## src/rtl/fmacl_pkg.sv

```systemverilog
// Shared types and constants for the first-match ACL table.
// No dependencies; imported by every module under rtl/.
package fmacl_pkg;

  localparam int RULE_ENTRIES = 16;
  localparam int ADDR_W  = 32;
  localparam int ACT_W   = 8;
  localparam int OP_W    = 2;
  localparam int POS_W   = 4;
  localparam int STAT_W  = 2;
  localparam int TOTAL_W = 5;
  localparam int CNT_W   = $clog2(RULE_ENTRIES + 1);
  localparam int CMP_W   = (CNT_W > POS_W) ? CNT_W : POS_W;

  typedef enum logic [OP_W-1:0] {
    OP_APPEND = 2'd0,
    OP_REMOVE = 2'd1,
    OP_CHECK  = 2'd2,
    OP_CLEAR  = 2'd3
  } op_t;

  typedef enum logic [STAT_W-1:0] {
    ST_OK      = 2'd0,
    ST_FULL    = 2'd1,
    ST_BAD_POS = 2'd2
  } status_t;

  typedef struct packed {
    logic [ADDR_W-1:0] src;
    logic [ADDR_W-1:0] src_mask;
    logic [ADDR_W-1:0] dst;
    logic [ADDR_W-1:0] dst_mask;
    logic [ACT_W-1:0]  code;
  } rule_t;

  typedef struct packed {
    logic load;   // take the broadcast key as a new rule
    logic shift;  // take the neighbor's rule (close-up after a remove)
    logic probe;  // compare the key against the held rule
  } cell_ctl_t;

endpackage

```

## src/rtl/first_match_acl_table.sv

```systemverilog
// Top level of the first-match ACL table: command port, rule-cell chain,
// priority select and result register. Uses fmacl_pkg, fmacl_cell, fmacl_select.
//
//  channel    | handshake                | payload
//  -----------+--------------------------+-------------------------------------
//  command    | start / busy             | op, src_addr, src_mask, dst_addr,
//             |                          | dst_mask, rule_action, entry_index
//  config     | reject_action_we         | reject_action
//  result     | done (one-cycle strobe)  | action, hit, status, rule_total
//
// An item is taken when start is high and busy is low; busy is then high for
// one cycle while the cells update or compare, and a new item can be taken
// while the previous one is still on its way to the result register. The
// item passes the exec register (the cells), then stage2 (the priority
// select into the result register); done rises as the result loads. rst
// (synchronous) empties the table and sets reject_action to 0. Results
// cannot be held off by the receiver.
module first_match_acl_table (
  input  logic                          clk,
  input  logic                          rst,
  input  logic                          start,
  output logic                          busy,
  input  logic [fmacl_pkg::OP_W-1:0]    op,
  input  logic [fmacl_pkg::ADDR_W-1:0]  src_addr,
  input  logic [fmacl_pkg::ADDR_W-1:0]  src_mask,
  input  logic [fmacl_pkg::ADDR_W-1:0]  dst_addr,
  input  logic [fmacl_pkg::ADDR_W-1:0]  dst_mask,
  input  logic [fmacl_pkg::ACT_W-1:0]   rule_action,
  input  logic [fmacl_pkg::POS_W-1:0]   entry_index,
  input  logic                          reject_action_we,
  input  logic [fmacl_pkg::ACT_W-1:0]   reject_action,
  output logic                          done,
  output logic [fmacl_pkg::ACT_W-1:0]   action,
  output logic                          hit,
  output logic [fmacl_pkg::STAT_W-1:0]  status,
  output logic [fmacl_pkg::TOTAL_W-1:0] rule_total
);
  import fmacl_pkg::*;

  logic                   accept;
  logic                   exec;
  logic                   stage2;
  op_t                    op_q;
  op_t                    op_s2;
  logic [POS_W-1:0]       pos_q;
  rule_t                  key_q;
  logic [CNT_W-1:0]       count;
  logic [CNT_W-1:0]       count_next;
  status_t                status_c;
  status_t                status_s2;
  logic [ACT_W-1:0]       reject_code;
  logic                   full;
  logic                   pos_ok;

  cell_ctl_t                           ctl   [RULE_ENTRIES];
  rule_t                               rules [RULE_ENTRIES];
  logic [RULE_ENTRIES-1:0]             hits;
  logic [RULE_ENTRIES-1:0][ACT_W-1:0]  codes;
  logic                                sel_hit;
  logic [ACT_W-1:0]                    sel_code;

  assign accept = start && !exec;
  assign busy   = exec;
  assign full   = count == CNT_W'(RULE_ENTRIES);
  assign pos_ok = CMP_W'(pos_q) < CMP_W'(count);

  always_comb begin
    count_next = count;
    status_c   = ST_OK;
    if (exec) begin
      case (op_q)
        OP_APPEND: begin
          if (full) status_c = ST_FULL;
          else      count_next = count + CNT_W'(1);
        end
        OP_REMOVE: begin
          if (pos_ok) count_next = count - CNT_W'(1);
          else        status_c = ST_BAD_POS;
        end
        OP_CLEAR: begin
          count_next = '0;
        end
        default: begin
        end
      endcase
    end
  end

  for (genvar i = 0; i < RULE_ENTRIES; i++) begin : g_cell
    assign ctl[i].load  = exec && (op_q == OP_APPEND) && !full && (count == CNT_W'(i));
    assign ctl[i].shift = exec && (op_q == OP_REMOVE) && pos_ok &&
                          (CMP_W'(i) >= CMP_W'(pos_q)) && (CNT_W'(i + 1) < count);
    assign ctl[i].probe = exec && (op_q == OP_CHECK) && (CNT_W'(i) < count);
    assign codes[i]     = rules[i].code;

    if (i == RULE_ENTRIES - 1) begin : g_last
      // last slot never shifts in; feed back its own rule
      fmacl_cell u_cell (
        .clk       (clk),
        .ctl       (ctl[i]),
        .key       (key_q),
        .next_rule (rules[i]),
        .rule      (rules[i]),
        .hit       (hits[i])
      );
    end else begin : g_mid
      fmacl_cell u_cell (
        .clk       (clk),
        .ctl       (ctl[i]),
        .key       (key_q),
        .next_rule (rules[i+1]),
        .rule      (rules[i]),
        .hit       (hits[i])
      );
    end
  end

  fmacl_select u_select (
    .hits    (hits),
    .codes   (codes),
    .any_hit (sel_hit),
    .code    (sel_code)
  );

  always_ff @(posedge clk) begin
    if (rst) begin
      exec        <= 1'b0;
      stage2      <= 1'b0;
      done        <= 1'b0;
      count       <= '0;
      reject_code <= '0;
    end else begin
      exec   <= accept;
      stage2 <= exec;
      done   <= stage2;
      count  <= count_next;
      if (reject_action_we) reject_code <= reject_action;
    end
  end

  always_ff @(posedge clk) begin
    if (accept) begin
      op_q  <= op_t'(op);
      pos_q <= entry_index;
      key_q <= '{src: src_addr, src_mask: src_mask, dst: dst_addr,
                 dst_mask: dst_mask, code: rule_action};
    end
    if (exec) begin
      op_s2     <= op_q;
      status_s2 <= status_c;
    end
    if (stage2) begin
      if (op_s2 == OP_CHECK) begin
        action <= sel_hit ? sel_code : reject_code;
        hit    <= sel_hit;
      end else begin
        action <= '0;
        hit    <= 1'b0;
      end
      status     <= status_s2;
      rule_total <= TOTAL_W'(count);
    end
  end

  a_result_follows: assert property (@(posedge clk) disable iff (rst)
    (start && !busy) |=> ##2 done)
    else $error("no result strobe after accepted item");

  a_count_bound: assert property (@(posedge clk) disable iff (rst)
    CMP_W'(count) <= CMP_W'(RULE_ENTRIES))
    else $error("rule count beyond table depth");

  a_hit_status: assert property (@(posedge clk) disable iff (rst)
    (done && hit) |-> (status == ST_OK))
    else $error("hit reported with error status");

  a_no_overlap: assert property (@(posedge clk) disable iff (rst)
    busy |=> !busy)
    else $error("busy held for more than one cycle");

endmodule

```

## src/rtl/fmacl_cell.sv

```systemverilog
// One rule slot of the ACL chain: holds a rule, shifts from its neighbor,
// and registers a masked compare against the broadcast key. Uses fmacl_pkg.
module fmacl_cell (
  input  logic               clk,
  input  fmacl_pkg::cell_ctl_t ctl,
  input  fmacl_pkg::rule_t   key,
  input  fmacl_pkg::rule_t   next_rule,
  output fmacl_pkg::rule_t   rule,
  output logic               hit
);
  import fmacl_pkg::*;

  logic src_eq;
  logic dst_eq;

  assign src_eq = ((key.src ^ rule.src) & rule.src_mask) == '0;
  assign dst_eq = ((key.dst ^ rule.dst) & rule.dst_mask) == '0;

  always_ff @(posedge clk) begin
    if (ctl.load) begin
      rule <= key;
    end else if (ctl.shift) begin
      rule <= next_rule;
    end
    hit <= ctl.probe && src_eq && dst_eq;
  end

endmodule

```

## src/rtl/fmacl_select.sv

```systemverilog
// Priority select over the registered cell hits: lowest slot wins.
// Uses fmacl_pkg.
module fmacl_select (
  input  logic [fmacl_pkg::RULE_ENTRIES-1:0]                       hits,
  input  logic [fmacl_pkg::RULE_ENTRIES-1:0][fmacl_pkg::ACT_W-1:0] codes,
  output logic                                                     any_hit,
  output logic [fmacl_pkg::ACT_W-1:0]                              code
);
  import fmacl_pkg::*;

  logic [RULE_ENTRIES-1:0] first;

  // isolate lowest set bit
  assign first   = hits & (~hits + RULE_ENTRIES'(1));
  assign any_hit = |hits;

  always_comb begin
    code = '0;
    for (int i = 0; i < RULE_ENTRIES; i++) begin
      code = code | (codes[i] & {ACT_W{first[i]}});
    end
  end

endmodule
```

## config.mk

```make
export PLATFORM = sky130hd
export DESIGN_NAME = first_match_acl_table
export DESIGN_NICKNAME = d
export VERILOG_FILES = /design/src/rtl/fmacl_pkg.sv /design/src/rtl/first_match_acl_table.sv /design/src/rtl/fmacl_cell.sv /design/src/rtl/fmacl_select.sv
export SDC_FILE = /design/constraint.sdc
export NUM_CORES = 2
export LEC_CHECK = 0
export BUFFER_PORTS_ARGS = -buffer_cell sky130_fd_sc_hd__buf_2
export CAP_MARGIN = 20
export CORE_MARGIN = 2
export CORE_UTILIZATION = 63
export DETAILED_ROUTE_END_ITERATION = 7
export GPL_TIMING_DRIVEN = 0
export PLACE_DENSITY = 0.89
export SYNTH_ARGS = -nofsm -noshare
export SYNTH_HDL_FRONTEND = slang
export SYNTH_SLANG_ARGS = --single-unit
```

## constraint.sdc

```tcl
create_clock -name clk -period 19.9 [get_ports clk]
set_input_delay 3.98 -clock clk [delete_from_list [all_inputs] [get_ports clk]]
set_output_delay 3.98 -clock clk [all_outputs]
set_load 0.03 [all_outputs]
```

==> results of run 1 <==
routing by layer:
layer  GRT overflow  track usage [%]
met5              0             40.4
met1              0             77.2
met4             43             65.3
met3              1             63.0
met2             81             86.9
cell usage after synthesis, types with 3 or more instances:
master	count	area share (%)
a221oi_1	165	1.3
edfxtp_1	2338	62
a221o_1	8	0.071
buf_6	23	0.23
nor2_1	54	0.18
a22oi_1	147	0.98
a222oi_1	10	0.089
nand3_1	57	0.25
buf_1	35	0.12
nor3_1	12	0.053
nand2_1	84	0.28
nor4_1	11	0.061
buf_4	20	0.13
or3_1	3	0.017
nor4_2	3	0.033
o31ai_1	4	0.027
a31o_2	3	0.023
a221oi_2	15	0.20
xor2_1	1024	7.9
mux2i_1	10	0.089
a21oi_1	75	0.33
and3_1	4	0.022
nand3b_1	9	0.060
or4_1	11	0.073
clkbuf_1	274	0.91
and2_1	7	0.039
and4_1	5	0.039
mux2_1	1028	10
nand2b_1	11	0.061
a22o_1	171	1.3
a31oi_1	10	0.055
inv_1	18	0.060
mux2_2	1004	10
nand4_1	61	0.34
nor2b_1	8	0.044
a211oi_1	3	0.020
buf_2	238	1.1
ha_1	12	0.13
o21ai_0	52	0.23
dfxtp_1	32	0.57
kinds of logic after synthesis:
kind of cell    after synthesis  synth area share (%)
simple gates                350                  1.62
compound gates              679                  4.75
flops                      2370                  62.7
fa+ha+maj                    12                 0.133
mux                        2042                  20.3
xor+xnor                   1024                  7.94
buf+inv                     610                  2.52
stage by stage:
stage | hold slack (ns) | utilization, % | instances | area [um^2] | setup slack [ns]
CTS | 0.426 | 71.9 | 10300 | 128000 | 13.95
detailed placement | 0.410 | 67.7 | 9869 | 121000 | 14.06
global placement | 0.402 | 65.5 | 9612 | 117000 | -17.96
floorplan | 0.400 | - | 7087 | 113000 | 3.56
==> run_results.csv, run 1 <==
group,metric,value,unit
synth,synth-seq-cells,2370,
die,dieWidth,428,um
global_routing,grt-ovfl-total,125,
global_routing,grt_pass1_vias,83700,
synth,synth_edf_count,2338,
synth,synth_flop_cell,"edfxtp_1",
clock_network,cts_sinks,2370,
clock_network,cts_setup_buffers,0,
synth,syn_nets,7253,
placement,port_buffers,170,
synth,syn_inst,7087,
global_routing,grtUsageTotal,74.2,%
placement,globalplace.congestion,1.45,
synth,ys_seq_area_share,62.7,%
clock_network,clock_path_buffers,3,
clock_network,root_buffer,"clkbuf_16",
die,chipHeight,428,um
clock_network,cts_resized,0,
run_status,tool.error,"[ERROR GRT-0116] Global routing finished with congestion. Check the congestion regions in the DRC Viewer.",
clock_network,h-tree-depth,4,
run_status,haltStage,"global routing (5_1_grt)",
global_routing,grt_pass1_wl,874,mm
synth,synth_cell_types,63,
die,num_rows,155,
die,ios,172,
synth,yosysWarnings,0,
die,initial_core_util,63.3,%
synth,syn_area_per_cell,15.9,um^2
clock_network,cts_buffers,238,
placement,dpl.hpwl,495,mm
synth,synth.cell_area,0.113,mm^2
global_routing,grt_max_degree,45,
clock_network,hold_buffers,0,
synth,synthArstFlopShare,0,%
run_status,status,"stopped before the end",
==> run 2: changes to the inputs <==
CORE_UTILIZATION = 40   (was 63)
PLACE_DENSITY = default   (was 0.89)
PLACE_DENSITY_LB_ADDON = 0.15   (was default)
==> run_results.csv, run 2 <==
group,metric,value,unit
finish,reg_top3,"g_cell.g_mid.u_cell.rule: 2040 flops, g_cell.g_last.u_cell.rule: 136 flops, key_q: 136 flops",
die,chipHeight,535,um
timing,fin_crit_sh,29.9,%
critical_path,endpoint_kind,"primary output",
finish,largest_reg_flops,2040,
die,initial_core_util,40.1,%
power_and_ir_drop,ir_drop,0.0922,mV
timing,worstMarginPinSlew,1.67,ns
critical_path,critPathMaxFanout,13,
power_and_ir_drop,p_switching,3.06,mW
synth,synth_cell_types,63,
die,core,0.282,mm^2
clock_network,clock_path_buffers,4,
finish,postLayoutCellArea,0.134,mm^2
synth,synth_flop_cell,"edfxtp_1",
placement,port_buffers,170,
routing,first_pass_iters,6,
global_routing,grt_antenna_before_repair,222,
finish,drive_above_1_share,28.8,%
synth,syn_nets,7253,
placement,dpl_cell_area,0.125,mm^2
synth,syn_inst,7087,
global_routing,grt_pass1_vias,73200,
global_routing,grtUsageTotal,53.1,%
placement,globalplace.congestion,1.18,
global_routing,grt_pass1_wl,938,mm
critical_path,crit_chain,"buf_2",
routing,routed-via-count,86400,
clock_network,root_buffer,"clkbuf_16",
min_path,hp-class,"reg2reg",
finish,multi_input_area,0.0399,mm^2
routing,viasPerCell,7.14,
synth,synth-seq-cells,2370,
clock_network,cts_sinks,2370,
synth,synth_commonest_cells,"edfxtp_1, mux2_1, xor2_1",
timing,max_freq,168,MHz
power_and_ir_drop,seqPwrFrac,47.9,%
critical_path,cpPeakStageDelay,0.72,ns
finish,largest_register,"g_cell.g_mid.u_cell.rule",
synth,yosysTopAreaCell,"edfxtp_1",
routing,drt_iter0_markers,18400,
power_and_ir_drop,p_per_area,85.7,mW/mm^2
synth,synth.cell_area,0.113,mm^2
power_and_ir_drop,p_int,8.44,mW
power_and_ir_drop,sw_frac_of_total,26.6,%
clock_network,hold_buffers,0,
finish,fill_cells,24500,
power_and_ir_drop,totalPowerFinal,11.5,mW
critical_path,r2r_slack,14.09,ns
critical_path,cp_top_family,"flip-flops",
timing,rsz0062_at_grt,"no",
critical_path,path_buf_inv,1,
die,ios,172,
die,die-area,0.287,mm^2
min_path,hold_depth,0,
synth,post-synth-top-count-cell,"edfxtp_1",
timing,finalMaxSlewViolations,15,
critical_path,start_kind,"flip-flop",
finish,area_delta_synth_final,18.8,%
global_routing,grt_max_degree,36,
critical_path,criticalPathCategory,"reg2out",
timing,hold_viol,0,
flow_run,maxCapViolCount,2,
power_and_ir_drop,p_leak,46.0,nW
placement,dpl.hpwl,623,mm
synth,yosysWarnings,0,
critical_path,crit_required,15.92,ns
critical_path,r2r-start,"count[0]",
synth,synth_edf_count,2338,
routing,drt_wl_total,779,mm
routing,ant_nets,0,
timing,setup_tns,0,ns
critical_path,critPathCapture,"busy",
die,num_rows,195,
timing,fin_skew,0.0778,ns
routing,drc_errors,0,
synth,synthTopCellsByArea,"edfxtp_1, mux2_1, mux2_2",
die,dieWidth,535,um
critical_path,cp_data_arrival_time,1.98,ns
finish,regArea,0.0708,mm^2
clock_network,cts_tree,"yes",
placement,dp_cells,11400,
critical_path,cp.depth,1,
synth,synthArstFlopShare,0,%
timing,maxSlewHeadroom,-11.5,%
global_routing,grt-ovfl-total,0,
clock_network,cts_buffers,285,
clock_network,cts_resized,0,
synth,synth_top_cell_area_share,62.1,%
clock_network,cts_setup_buffers,0,
run_status,status,"finished with violations",
clock_network,clkTransAtPathRegs,0.06,ns
power_and_ir_drop,pwr-share-comb,7.2,%
critical_path,ff2ff_path_depth,18,
synth,syn_area_per_cell,15.9,um^2
finish,final_common_cell,"edfxtp_1",
finish,layout.cells.non_filler,12100,
critical_path,cp-startpoint,"busy",
synth,ys_seq_area_share,62.7,%
routing,wl_per_cell,64.4,um
timing,layout_min_cycle_time,5.96,ns
finish,final_cell_mix,"edfxtp_1, mux2_1, mux2_2",
clock_network,clkLatencyLatePin,1.00,ns
run_status,failed_checks,"capacitance limit, slew limit",
critical_path,reg2reg_to,"g_cell[0].g_mid.u_cell.rule[117]",
timing,setup_viol,0,
clock_network,h-tree-depth,5,
critical_path,crit_slowest_cell,"dfxtp_1",
power_and_ir_drop,pwr-share-clk,44.9,%
finish,nets,8130,
## run 2: cell families (layout without fill, tap and decap cells)
family / Yosys count / count (layout) / synth area share, %
flip-flops: 2370 / 2370 / 62.7
XOR/XNOR: 1024 / 1024 / 7.94
other: 0 / 175 / 0
adder cells (fa/ha/maj): 12 / 12 / 0.133
AO/OA/AOI/OAI: 679 / 679 / 4.75
buffers and inverters: 610 / 1707 / 2.52
AND/OR/NAND/NOR: 350 / 350 / 1.62
multiplexers: 2042 / 2042 / 20.3
## run 2: worst min-delay path by stage
stage            startpoint        end
2_1_floorplan  status_s2[0]  status[0]
3_3_place_gp   status_s2[1]  status[1]
3_5_place_dp   status_s2[0]  status[0]
4_1_cts        status_s2[0]  status[0]
5_1_grt        status_s2[1]  status[1]
6_report       status_s2[0]  status[0]
## run 2: area by class of cell
| type | instances | share of cell area [%] |
|---|---|---|
| Sequential cell | 2370 | 52.8 |
| Multi-Input combinational cell | 4107 | 29.7 |
| Clock buffer | 373 | 5.69 |
| Timing Repair Buffer | 590 | 5.13 |
| Tap cell | 3743 | 3.49 |
| Buffer | 591 | 2.09 |
| Clock inverter | 134 | 0.703 |
| Antenna cell | 175 | 0.326 |
| Inverter | 19 | 0.0531 |
## run 2: worst reg2reg max path: stages, from the launching register on
cell,delay [ns]
dfxtp_1,0.58
clkbuf_1,0.45
inv_1,0.19
ha_1,0.30
nor2b_1,0.18
a31oi_2,0.33
nand2_1,0.20
nor3_1,0.28
buf_2,0.59
buf_2,0.59
inv_1,0.18
o31ai_4,0.19
buf_8,0.26
buf_16,0.19
buf_16,0.17
buf_8,0.21
buf_8,0.22
buf_8,0.20
buf_8,0.21
## run 2: power groups by stage
stage | clock, mW | combinational [mW] | sequential, mW
4_1_cts | 5.11 | 0.740 | 5.51
5_1_grt | 5.29 | 0.776 | 5.51
6_report | 5.16 | 0.826 | 5.51
2_1_floorplan | 0 | 0.245 | 5.58
3_3_place_gp | 0 | 0.692 | 5.63
3_5_place_dp | 0 | 0.736 | 5.61
## run 2: metrics by stage
step	util, %	worst slack (ns)	hold slack (ns)
after floorplan	-	3.56	0.400
after global placement	42.1	-23.06	0.402
after detailed placement	44.3	14.08	0.415
after CTS	47.3	13.95	0.427
after global routing	47.6	13.89	0.440
final	47.7	13.94	0.424
## run 2: per-layer routing
metal	GRT usage (%)	wire, um	up-vias
li1	-	-	29300
met1	62.2	269000	45400
met2	70.4	303000	9274
met3	26.7	120000	2462
met4	48.1	87200	58
met5	1.15	500	-
Power figures use the tool's default switching activity.
